### src/sv/mcds_pkg.sv
// shared constants and types for the multiplexed counter delta scaler
// no dependencies; imported by mcds_mdu and the core top level
package mcds_pkg;

    localparam int COUNTER_SLOTS = 8;
    localparam int SLOT_W        = 3;
    localparam int CNT_W         = 64;
    localparam int PROD_W        = 2 * CNT_W;
    localparam int CFG_W         = 8;
    localparam int CAP_W         = CNT_W + CFG_W;
    localparam int IN_TDATA_W    = ((SLOT_W + 3 * CNT_W + 7) / 8) * 8;
    localparam int OUT_TDATA_W   = ((SLOT_W + CNT_W + 7) / 8) * 8;
    localparam int STEP_W        = $clog2(CNT_W);

    localparam logic [CFG_W-1:0] CFG_RESET = CFG_W'(8);

    typedef enum logic {
        MDU_MUL,
        MDU_DIV
    } t_mdu_op;

    typedef struct packed {
        logic    go;
        t_mdu_op op;
    } t_mdu_cmd;

    typedef struct packed {
        logic busy;
        logic done;
    } t_mdu_stat;

endpackage

### src/sv/mcds_mdu.sv
// bit-serial multiply / divide unit sharing one 66-bit add-subtract path
// depends on mcds_pkg; multiply leaves a 128-bit product in hi:lo, divide
// takes hi:lo as dividend (hi below divisor) and leaves the quotient in lo
module mcds_mdu
    import mcds_pkg::*;
(
    input  logic                i_clk,
    input  logic                i_rst_n,
    input  t_mdu_cmd            i_cmd,
    input  logic [CNT_W-1:0]    i_opa,
    input  logic [CNT_W-1:0]    i_opb,
    output t_mdu_stat           o_stat,
    output logic [CNT_W-1:0]    o_hi,
    output logic [CNT_W-1:0]    o_lo
);

    logic [CNT_W-1:0]  r_hi;
    logic [CNT_W-1:0]  r_lo;
    logic [CNT_W-1:0]  r_d;
    logic [STEP_W-1:0] r_step;
    t_mdu_op           r_op;
    logic              r_busy;
    logic              r_done;

    logic [CNT_W+1:0]  add_a;
    logic [CNT_W+1:0]  add_b;
    logic [CNT_W+1:0]  add_y;
    logic              ge;

    // multiply adds the multiplicand to hi, divide trials divisor against hi:next bit
    always_comb begin
        if (r_op == MDU_MUL) begin
            add_a = {2'b00, r_hi};
        end else begin
            add_a = {1'b0, r_hi, r_lo[CNT_W-1]};
        end
        add_b = {2'b00, r_d};
        add_y = (r_op == MDU_MUL) ? (add_a + add_b) : (add_a - add_b);
        ge    = ~add_y[CNT_W+1];
    end

    always_ff @(posedge i_clk) begin
        if (!i_rst_n) begin
            r_busy <= 1'b0;
            r_done <= 1'b0;
            r_op   <= MDU_MUL;
            r_step <= '0;
        end else begin
            r_done <= 1'b0;
            if (i_cmd.go) begin
                r_busy <= 1'b1;
                r_op   <= i_cmd.op;
                r_step <= '1;
                r_d    <= i_opa;
                if (i_cmd.op == MDU_MUL) begin
                    r_hi <= '0;
                    r_lo <= i_opb;
                end
            end else if (r_busy) begin
                if (r_op == MDU_MUL) begin
                    if (r_lo[0]) begin
                        r_hi <= add_y[CNT_W:1];
                        r_lo <= {add_y[0], r_lo[CNT_W-1:1]};
                    end else begin
                        r_hi <= {1'b0, r_hi[CNT_W-1:1]};
                        r_lo <= {r_hi[0], r_lo[CNT_W-1:1]};
                    end
                end else begin
                    if (ge) begin
                        r_hi <= add_y[CNT_W-1:0];
                    end else begin
                        r_hi <= {r_hi[CNT_W-2:0], r_lo[CNT_W-1]};
                    end
                    r_lo <= {r_lo[CNT_W-2:0], ge};
                end
                r_step <= r_step - 1'b1;
                if (r_step == '0) begin
                    r_busy <= 1'b0;
                    r_done <= 1'b1;
                end
            end
        end
    end

    assign o_stat.busy = r_busy;
    assign o_stat.done = r_done;
    assign o_hi        = r_hi;
    assign o_lo        = r_lo;

endmodule

### src/sv/multiplexed_counter_delta_scaler_core.sv
// top level of the multiplexed counter delta scaler: per-slot history,
// delta sequencer, scale cap and output register; depends on mcds_pkg, mcds_mdu
//
// channel   dir  transaction contents
// s_axis    in   one counter reading: slot, read_failed, raw_count, enabled, running
// m_axis    out  one result per reading: out_slot, scaled_delta
// cfg       in   write of max_scale_factor (8 bits)
//
// an unscaled reading runs S_DCNT, S_DEN, S_DRUN, S_CHK, S_DONE; a failed one just S_DONE
// a scaled reading also runs 64 steps of the serial multiplier and, unless the quotient
// saturates, 64 steps of the serial divider, both in the one shared unit
// i_rst_n is synchronous; it clears the slot history, sets the factor to 8
// the input side is ready only in idle; a stalled output holds its register
// and the next reading may already be accepted behind it
module multiplexed_counter_delta_scaler_core
    import mcds_pkg::*;
(
    input  logic                   i_clk,
    input  logic                   i_rst_n,
    // slave side
    input  logic                   i_s_tvalid,
    output logic                   o_s_tready,
    // [2:0] slot, [66:3] raw_count, [130:67] time_enabled,
    // [194:131] time_running, rest zero
    input  logic [IN_TDATA_W-1:0]  i_s_tdata,
    // [0] read_failed
    input  logic                   i_s_tuser,
    // master side
    output logic                   o_m_tvalid,
    input  logic                   i_m_tready,
    // [2:0] out_slot, [66:3] scaled_delta, rest zero
    output logic [OUT_TDATA_W-1:0] o_m_tdata,
    // configuration write
    input  logic                   i_cfg_valid,
    output logic                   o_cfg_ready,
    input  logic [CFG_W-1:0]       i_cfg_data
);

    typedef enum logic [3:0] {
        S_IDLE,
        S_DCNT,
        S_DEN,
        S_DRUN,
        S_CHK,
        S_CAP,
        S_CLIP,
        S_MUL,
        S_SAT,
        S_DIV,
        S_DONE
    } t_state;

    t_state             r_state;

    // captured reading
    logic [SLOT_W-1:0]  r_slot;
    logic               r_skip;
    logic [CNT_W-1:0]   r_cnt;
    logic [CNT_W-1:0]   r_en;
    logic [CNT_W-1:0]   r_run;

    // working values
    logic [CNT_W-1:0]   r_dcnt;
    logic [CNT_W-1:0]   r_den;
    logic [CNT_W-1:0]   r_drun;
    logic [CAP_W-1:0]   r_cap;
    logic [CNT_W-1:0]   r_res;

    // per-slot history
    logic [CNT_W-1:0]   r_last_cnt [COUNTER_SLOTS];
    logic [CNT_W-1:0]   r_last_en  [COUNTER_SLOTS];
    logic [CNT_W-1:0]   r_last_run [COUNTER_SLOTS];

    logic [CFG_W-1:0]   r_cfg;

    // output register
    logic               r_out_valid;
    logic [SLOT_W-1:0]  r_out_slot;
    logic [CNT_W-1:0]   r_out_res;

    // shared delta subtractor and helpers
    logic [CNT_W-1:0]   sub_a;
    logic [CNT_W-1:0]   sub_b;
    logic [CNT_W-1:0]   sub_y;
    logic [CFG_W-1:0]   factor;
    logic [CNT_W-1:0]   den_clip;
    logic               slot_ok;
    logic               in_acc;
    logic               sat;

    t_mdu_cmd           mdu_cmd;
    t_mdu_stat          mdu_stat;
    logic [CNT_W-1:0]   mdu_opa;
    logic [CNT_W-1:0]   mdu_hi;
    logic [CNT_W-1:0]   mdu_lo;

    assign o_s_tready  = (r_state == S_IDLE);
    assign o_cfg_ready = 1'b1;
    assign in_acc      = i_s_tvalid && o_s_tready;
    assign slot_ok     = (int'(i_s_tdata[SLOT_W-1:0]) < COUNTER_SLOTS);

    // a zero factor behaves as one, i.e. no scale-up
    assign factor = (r_cfg == '0) ? CFG_W'(1) : r_cfg;

    // one subtractor walks the three deltas
    always_comb begin
        case (r_state)
            S_DCNT: begin
                sub_a = r_cnt;
                sub_b = r_last_cnt[r_slot];
            end
            S_DEN: begin
                sub_a = r_en;
                sub_b = r_last_en[r_slot];
            end
            default: begin
                sub_a = r_run;
                sub_b = r_last_run[r_slot];
            end
        endcase
        sub_y = sub_a - sub_b;
    end

    // enabled delta capped at running delta times the factor, when that fits
    assign den_clip = ((r_cap[CAP_W-1:CNT_W] == '0) && (r_den > r_cap[CNT_W-1:0]))
                      ? r_cap[CNT_W-1:0] : r_den;

    // quotient would not fit in 64 bits
    assign sat = (mdu_hi >= r_drun);

    always_comb begin
        mdu_cmd.go = (r_state == S_CLIP) || ((r_state == S_SAT) && !sat);
        mdu_cmd.op = (r_state == S_CLIP) ? MDU_MUL : MDU_DIV;
        mdu_opa    = (r_state == S_CLIP) ? r_dcnt : r_drun;
    end

    mcds_mdu u_mdu (
        .i_clk   (i_clk),
        .i_rst_n (i_rst_n),
        .i_cmd   (mdu_cmd),
        .i_opa   (mdu_opa),
        .i_opb   (den_clip),
        .o_stat  (mdu_stat),
        .o_hi    (mdu_hi),
        .o_lo    (mdu_lo)
    );

    always_ff @(posedge i_clk) begin
        if (!i_rst_n) begin
            r_state     <= S_IDLE;
            r_cfg       <= CFG_RESET;
            r_out_valid <= 1'b0;
            r_skip      <= 1'b0;
            for (int i = 0; i < COUNTER_SLOTS; i++) begin
                r_last_cnt[i] <= '0;
                r_last_en[i]  <= '0;
                r_last_run[i] <= '0;
            end
        end else begin
            if (i_cfg_valid) begin
                r_cfg <= i_cfg_data;
            end
            // in S_DONE the output register is handled below
            if (r_out_valid && i_m_tready && (r_state != S_DONE)) begin
                r_out_valid <= 1'b0;
            end

            unique case (r_state)
                S_IDLE: begin
                    if (in_acc) begin
                        r_slot <= i_s_tdata[SLOT_W-1:0];
                        r_cnt  <= i_s_tdata[SLOT_W +: CNT_W];
                        r_en   <= i_s_tdata[SLOT_W + CNT_W +: CNT_W];
                        r_run  <= i_s_tdata[SLOT_W + 2 * CNT_W +: CNT_W];
                        r_skip <= i_s_tuser || !slot_ok;
                        r_res  <= '0;
                        // failed read: result zero, history untouched
                        r_state <= (i_s_tuser || !slot_ok) ? S_DONE : S_DCNT;
                    end
                end
                S_DCNT: begin
                    r_dcnt  <= sub_y;
                    r_state <= S_DEN;
                end
                S_DEN: begin
                    r_den   <= sub_y;
                    r_state <= S_DRUN;
                end
                S_DRUN: begin
                    r_drun             <= sub_y;
                    r_last_cnt[r_slot] <= r_cnt;
                    r_last_en[r_slot]  <= r_en;
                    r_last_run[r_slot] <= r_run;
                    r_state            <= S_CHK;
                end
                S_CHK: begin
                    // scale only when running advanced but less than enabled
                    if ((r_drun != '0) && (r_den > r_drun)) begin
                        r_state <= S_CAP;
                    end else begin
                        r_res   <= r_dcnt;
                        r_state <= S_DONE;
                    end
                end
                S_CAP: begin
                    r_cap   <= CAP_W'(r_drun) * CAP_W'(factor);
                    r_state <= S_CLIP;
                end
                S_CLIP: begin
                    r_state <= S_MUL;
                end
                S_MUL: begin
                    if (mdu_stat.done) begin
                        r_state <= S_SAT;
                    end
                end
                S_SAT: begin
                    if (sat) begin
                        r_res   <= '1;
                        r_state <= S_DONE;
                    end else begin
                        r_state <= S_DIV;
                    end
                end
                S_DIV: begin
                    if (mdu_stat.done) begin
                        r_res   <= mdu_lo;
                        r_state <= S_DONE;
                    end
                end
                S_DONE: begin
                    // wait for room in the output register
                    if (!r_out_valid || i_m_tready) begin
                        r_out_valid <= 1'b1;
                        r_out_slot  <= r_slot;
                        r_out_res   <= r_res;
                        r_state     <= S_IDLE;
                    end
                end
                default: begin
                    r_state <= S_IDLE;
                end
            endcase
        end
    end

    assign o_m_tvalid = r_out_valid;
    assign o_m_tdata  = OUT_TDATA_W'({r_out_res, r_out_slot});

    // an accepted reading always takes the sequencer out of idle
    a_acc_leaves_idle: assert property (@(posedge i_clk) disable iff (!i_rst_n)
        in_acc |=> (r_state != S_IDLE))
        else $error("accepted reading did not start the sequencer");

    // the shared unit only finishes while the sequencer waits on it
    a_mdu_done_expected: assert property (@(posedge i_clk) disable iff (!i_rst_n)
        mdu_stat.done |-> ((r_state == S_MUL) || (r_state == S_DIV)))
        else $error("arithmetic unit finished outside a wait state");

    // a failed read always reports zero
    a_skip_zero: assert property (@(posedge i_clk) disable iff (!i_rst_n)
        ((r_state == S_DONE) && r_skip) |-> (r_res == '0))
        else $error("failed read produced a nonzero delta");

    // no new command while the unit is still stepping
    a_mdu_no_overlap: assert property (@(posedge i_clk) disable iff (!i_rst_n)
        mdu_stat.busy |-> !mdu_cmd.go)
        else $error("arithmetic unit restarted while busy");

endmodule
### config.mk
export PLATFORM = sky130hd
export DESIGN_NAME = multiplexed_counter_delta_scaler_core
export DESIGN_NICKNAME = d
export VERILOG_FILES = /design/src/sv/mcds_pkg.sv /design/src/sv/mcds_mdu.sv /design/src/sv/multiplexed_counter_delta_scaler_core.sv
export SDC_FILE = /design/constraint.sdc
export NUM_CORES = 2
export LEC_CHECK = 0
export BUFFER_PORTS_ARGS = -buffer_cell sky130_fd_sc_hd__buf_2
export CORE_MARGIN = 5
export CORE_UTILIZATION = 59
export CTS_BUF_LIST = sky130_fd_sc_hd__clkbuf_2
export DETAILED_ROUTE_END_ITERATION = 16
export GPL_TIMING_DRIVEN = 0
export PLACE_DENSITY_LB_ADDON = 0.25
export SETUP_SLACK_MARGIN = 0.2
export SYNTH_ARGS = -nofsm -noshare
export SYNTH_HDL_FRONTEND = slang
export SYNTH_HIERARCHICAL = 1
export SYNTH_SLANG_ARGS = --single-unit
### constraint.sdc
create_clock -name i_clk -period 19 [get_ports i_clk]
set_input_delay 1.9 -clock i_clk [delete_from_list [all_inputs] [get_ports i_clk]]
set_output_delay 1.9 -clock i_clk [all_outputs]
set_load 0.01 [all_outputs]
==> results.py <==
metrics = {
    "placed_design": {
        "pre_cts_ws_ps": 8400,
        "place.gp.congestion": 0.992,
        "portBuffers": 276,
        "hpwl_um": 330000,
    },
    "clocking": {
        "cts_tree": "built",
        "clk_pin_slew_ps": 110,
        "cts_sinks": 2343,
        "postCtsSetupBuffers": 0,
        "root_buffer": "clkbuf_2",
        "cts_buffers": 610,
        "cts_resized": 0,
        "insertion_delay_ps": 2020,
        "hold_buffers": 134,
        "cts_htree_levels": 6,
        "clock_path_buffers": 4,
    },
    "power_and_ir_drop": {
        "combPwrFrac_pct": 45.6,
        "switching_share_pct": 44.2,
        "p_per_area_mw_per_mm2": 132,
        "p_total_mw": 19.5,
        "p_int_mw": 10.9,
        "vdd_drop_max_v": 0.000154,
        "seq_power_share_pct": 36.2,
        "clockPowerShare_pct": 18.2,
        "p_sw_mw": 8.63,
        "leakagePower_nw": 58.3,
    },
    "hold_path": {
        "hold_depth": 1,
        "worstHoldStart": "i_s_tdata[170]",
        "hp-class": "in -> reg",
        "min_to": "r_run[39]$_DFFE_PP_",
    },
    "critical_path": {
        "cp-start-kind": "flop",
        "r2r_end": "u_mdu/o_hi[35]$_SDFFCE_PP0P_",
        "reg2reg_from": "u_mdu/r_op$_SDFFE_PN0P_",
        "critPathMaxFanout": 10,
        "slowest_delay_ps": 1030,
        "crit_required_ps": 20690,
        "r2r_slack_ps": 8210,
        "rr_worst_depth": 17,
        "worstPathArrival_ps": 12490,
        "cpMaxStageDelayCell": "clkbuf_1",
        "cp_cell_sequence": "clkbuf_1 -> clkbuf_1 -> buf_1 -> clkbuf_1 -> buf_1 -> mux2i_1 -> inv_1 -> ha_1 -> nand3b_1 -> a21oi_1 -> o21ai_0 -> a2111oi_2 -> o2111ai_1 -> nand3_1 -> clkbuf_1 -> o21ai_0 -> a211oi_1",
        "cp_common_cell": "clkbuf_1",
        "crit_type": "reg -> reg",
        "cp-end-kind": "flop",
        "cp_num_buf_inv": 7,
        "crit_family": "buffers and inverters",
    },
    "global_routing": {
        "grt.total_usage_pct": 37.0,
        "grt_max_degree": 68,
        "grt_pass1_wl_um": 639000,
        "antenna_found_initial": 36,
        "grt_pass1_vias": 97682,
        "overflow": 0,
    },
    "synthesis": {
        "yosysWarnings": 6,
        "synthesis.area_mm2": 0.133,
        "avgSynthCellArea_um2": 12.5,
        "syn_inst": 10686,
    },
    "floorplanning": {
        "start_util_pct": 59.3,
        "die-area_mm2": 0.236,
        "ioPinCount": 289,
        "floorplan.rows": 174,
        "coreArea_mm2": 0.225,
        "die_y_um": 486,
        "die_w_um": 486,
    },
    "drt": {
        "vias": 95142,
        "ant_nets": 0,
        "wire_per_inst_um": 29.0,
        "drc_errors": 0,
        "dr.first_iter.drc_count": 10272,
        "wirelength_um": 441000,
        "drtPass1Iterations": 6,
        "vias_per_cell": 6.24,
    },
    "sta": {
        "worst_slack_ps": 8210,
        "worst_slew_pin_slew_ps": 1600,
        "setup_viol": 0,
        "relSlewSlack_pct": -6.50,
        "period_share_pct": 56.8,
        "maxSlewViolCount": 22,
        "max_freq_mhz": 92.6,
        "rsz0062_at_grt": "false",
        "setup_tns_ps": 0,
        "hold_viol": 0,
        "finClkSkew_ps": 314,
        "fin_crit_ps": 10790,
    },
    "job": {
        "maxCapViolations": 2,
    },
    "layout": {
        "drive_above_1_share_pct": 16.2,
        "syn_to_final_growth_pct": 10.6,
        "fin_nets": 12892,
        "final_core_utilization_pct": 65.7,
    },
    "outcome": {
        "violations": "max-capacitance violations, max-slew violations",
        "outcome": "finished with violations",
    },
}
## through the flow
| stage | hold WS, ps | cell area [um2] | std cells |
|---|---|---|---|
| CTS | 0.164 | 148000 | 15219 |
| global route | 62.9 | 148000 | 15228 |
| floorplan | 400 | 133000 | 10690 |
| finish | 219 | 148000 | 15246 |
| detailed placement | 405 | 141000 | 14060 |
| global placement | 401 | 139000 | 13958 |
## how the worst max path moves through the flow
stage,from,end,slack (ps),cells after the start
finish,u_mdu/r_op$_SDFFE_PN0P_,u_mdu/o_hi[35]$_SDFFCE_PP0P_,8210,17
global route,u_mdu/r_op$_SDFFE_PN0P_,u_mdu/o_hi[21]$_SDFFCE_PP0P_,8410,17
global placement,i_rst_n,r_last_cnt[3][46]$_SDFFCE_PN0P_,-16100,5
CTS,u_mdu/r_op$_SDFFE_PN0P_,u_mdu/o_hi[3]$_SDFFCE_PP0P_,8390,18
floorplan,i_rst_n,r_last_cnt[7][0]$_SDFFCE_PN0P_,-840,4
detailed placement,u_mdu/r_op$_SDFFE_PN0P_,u_mdu/o_hi[8]$_SDFFCE_PP0P_,8400,18
## sequential cells by signal, indices dropped and copies added (netlist names), 4 cells and up, named ones only
name / count
r_dcnt: 64
r_last_run: 512
r_drun: 64
r_last_en: 512
r_out_res: 64
r_den: 64
r_en: 64
r_cnt: 64
r_cfg: 8
u_mdu/o_lo: 64
r_state: 4
r_cap: 72
u_mdu/o_hi: 64
u_mdu/r_step: 6
r_res: 64
u_mdu/r_d: 64
r_run: 64
r_last_cnt: 512
## layout by cell type, fill, tap and decap left out, types with 58 or more instances in the layout
cell,count
edfxtp_1,2318
and2_1,1984
clkbuf_2,875
nand2_1,626
inv_1,600
clkbuf_1,501
ha_1,488
a21oi_1,465
o21ai_0,434
mux4_2,384
fa_1,375
nor2_1,371
buf_2,297
mux2i_1,223
mux2_2,189
xnor2_1,160
dlygate4sd3_1,134
a21o_1,133
nor2b_1,126
clkinv_1,105
nand4_1,101
o22ai_1,82
nor3_1,78
buf_1,75
a211oi_1,73
nand3_1,73
a22oi_1,70
nor4_1,61
xor2_1,58
## final cells by class
cell class	instances	area, um2
inverters	600	2250
clock buffers	856	4280
plain buffers	625	2430
flip-flops and latches	2343	70100
repair buffers	513	4740
fillers	16891	77200
clock inverters	169	1150
well taps	2992	3740
diodes	26	65.1
multi-input cells	7122	58900
## power by group through the flow
stage          combinational (mW)  sequential, mW  clock [mW]
2_1_floorplan                5.11            7.08           0
3_3_place_gp                 8.31            7.36           0
3_5_place_dp                 8.52            7.16           0
4_1_cts                      8.58            7.04        3.57
5_1_grt                      9.36            7.09        3.86
6_report                     8.89            7.06        3.55
## worst register-to-register path, stage by stage, from the launching register on
cell       delay [ps]
dfxtp_1           900
clkbuf_1         1030
clkbuf_1         1020
buf_1             970
clkbuf_1          890
buf_1             750
mux2i_1           390
inv_1             150
ha_1              320
nand3b_1          120
a21oi_1           280
o21ai_0           290
a2111oi_2         990
o2111ai_1         470
nand3_1           640
clkbuf_1          870
o21ai_0           210
a211oi_1          330
## layer usage
metal	vias to the layer above	wire length, um	global-route usage (%)
met5	-	108	0
met4	16	32600	23.1
met3	1324	42200	8.05
met2	5771	210000	60.6
met1	46860	156000	45.1
li1	41171	-	-
No activity file was read; power rests on OpenSTA's default activity.
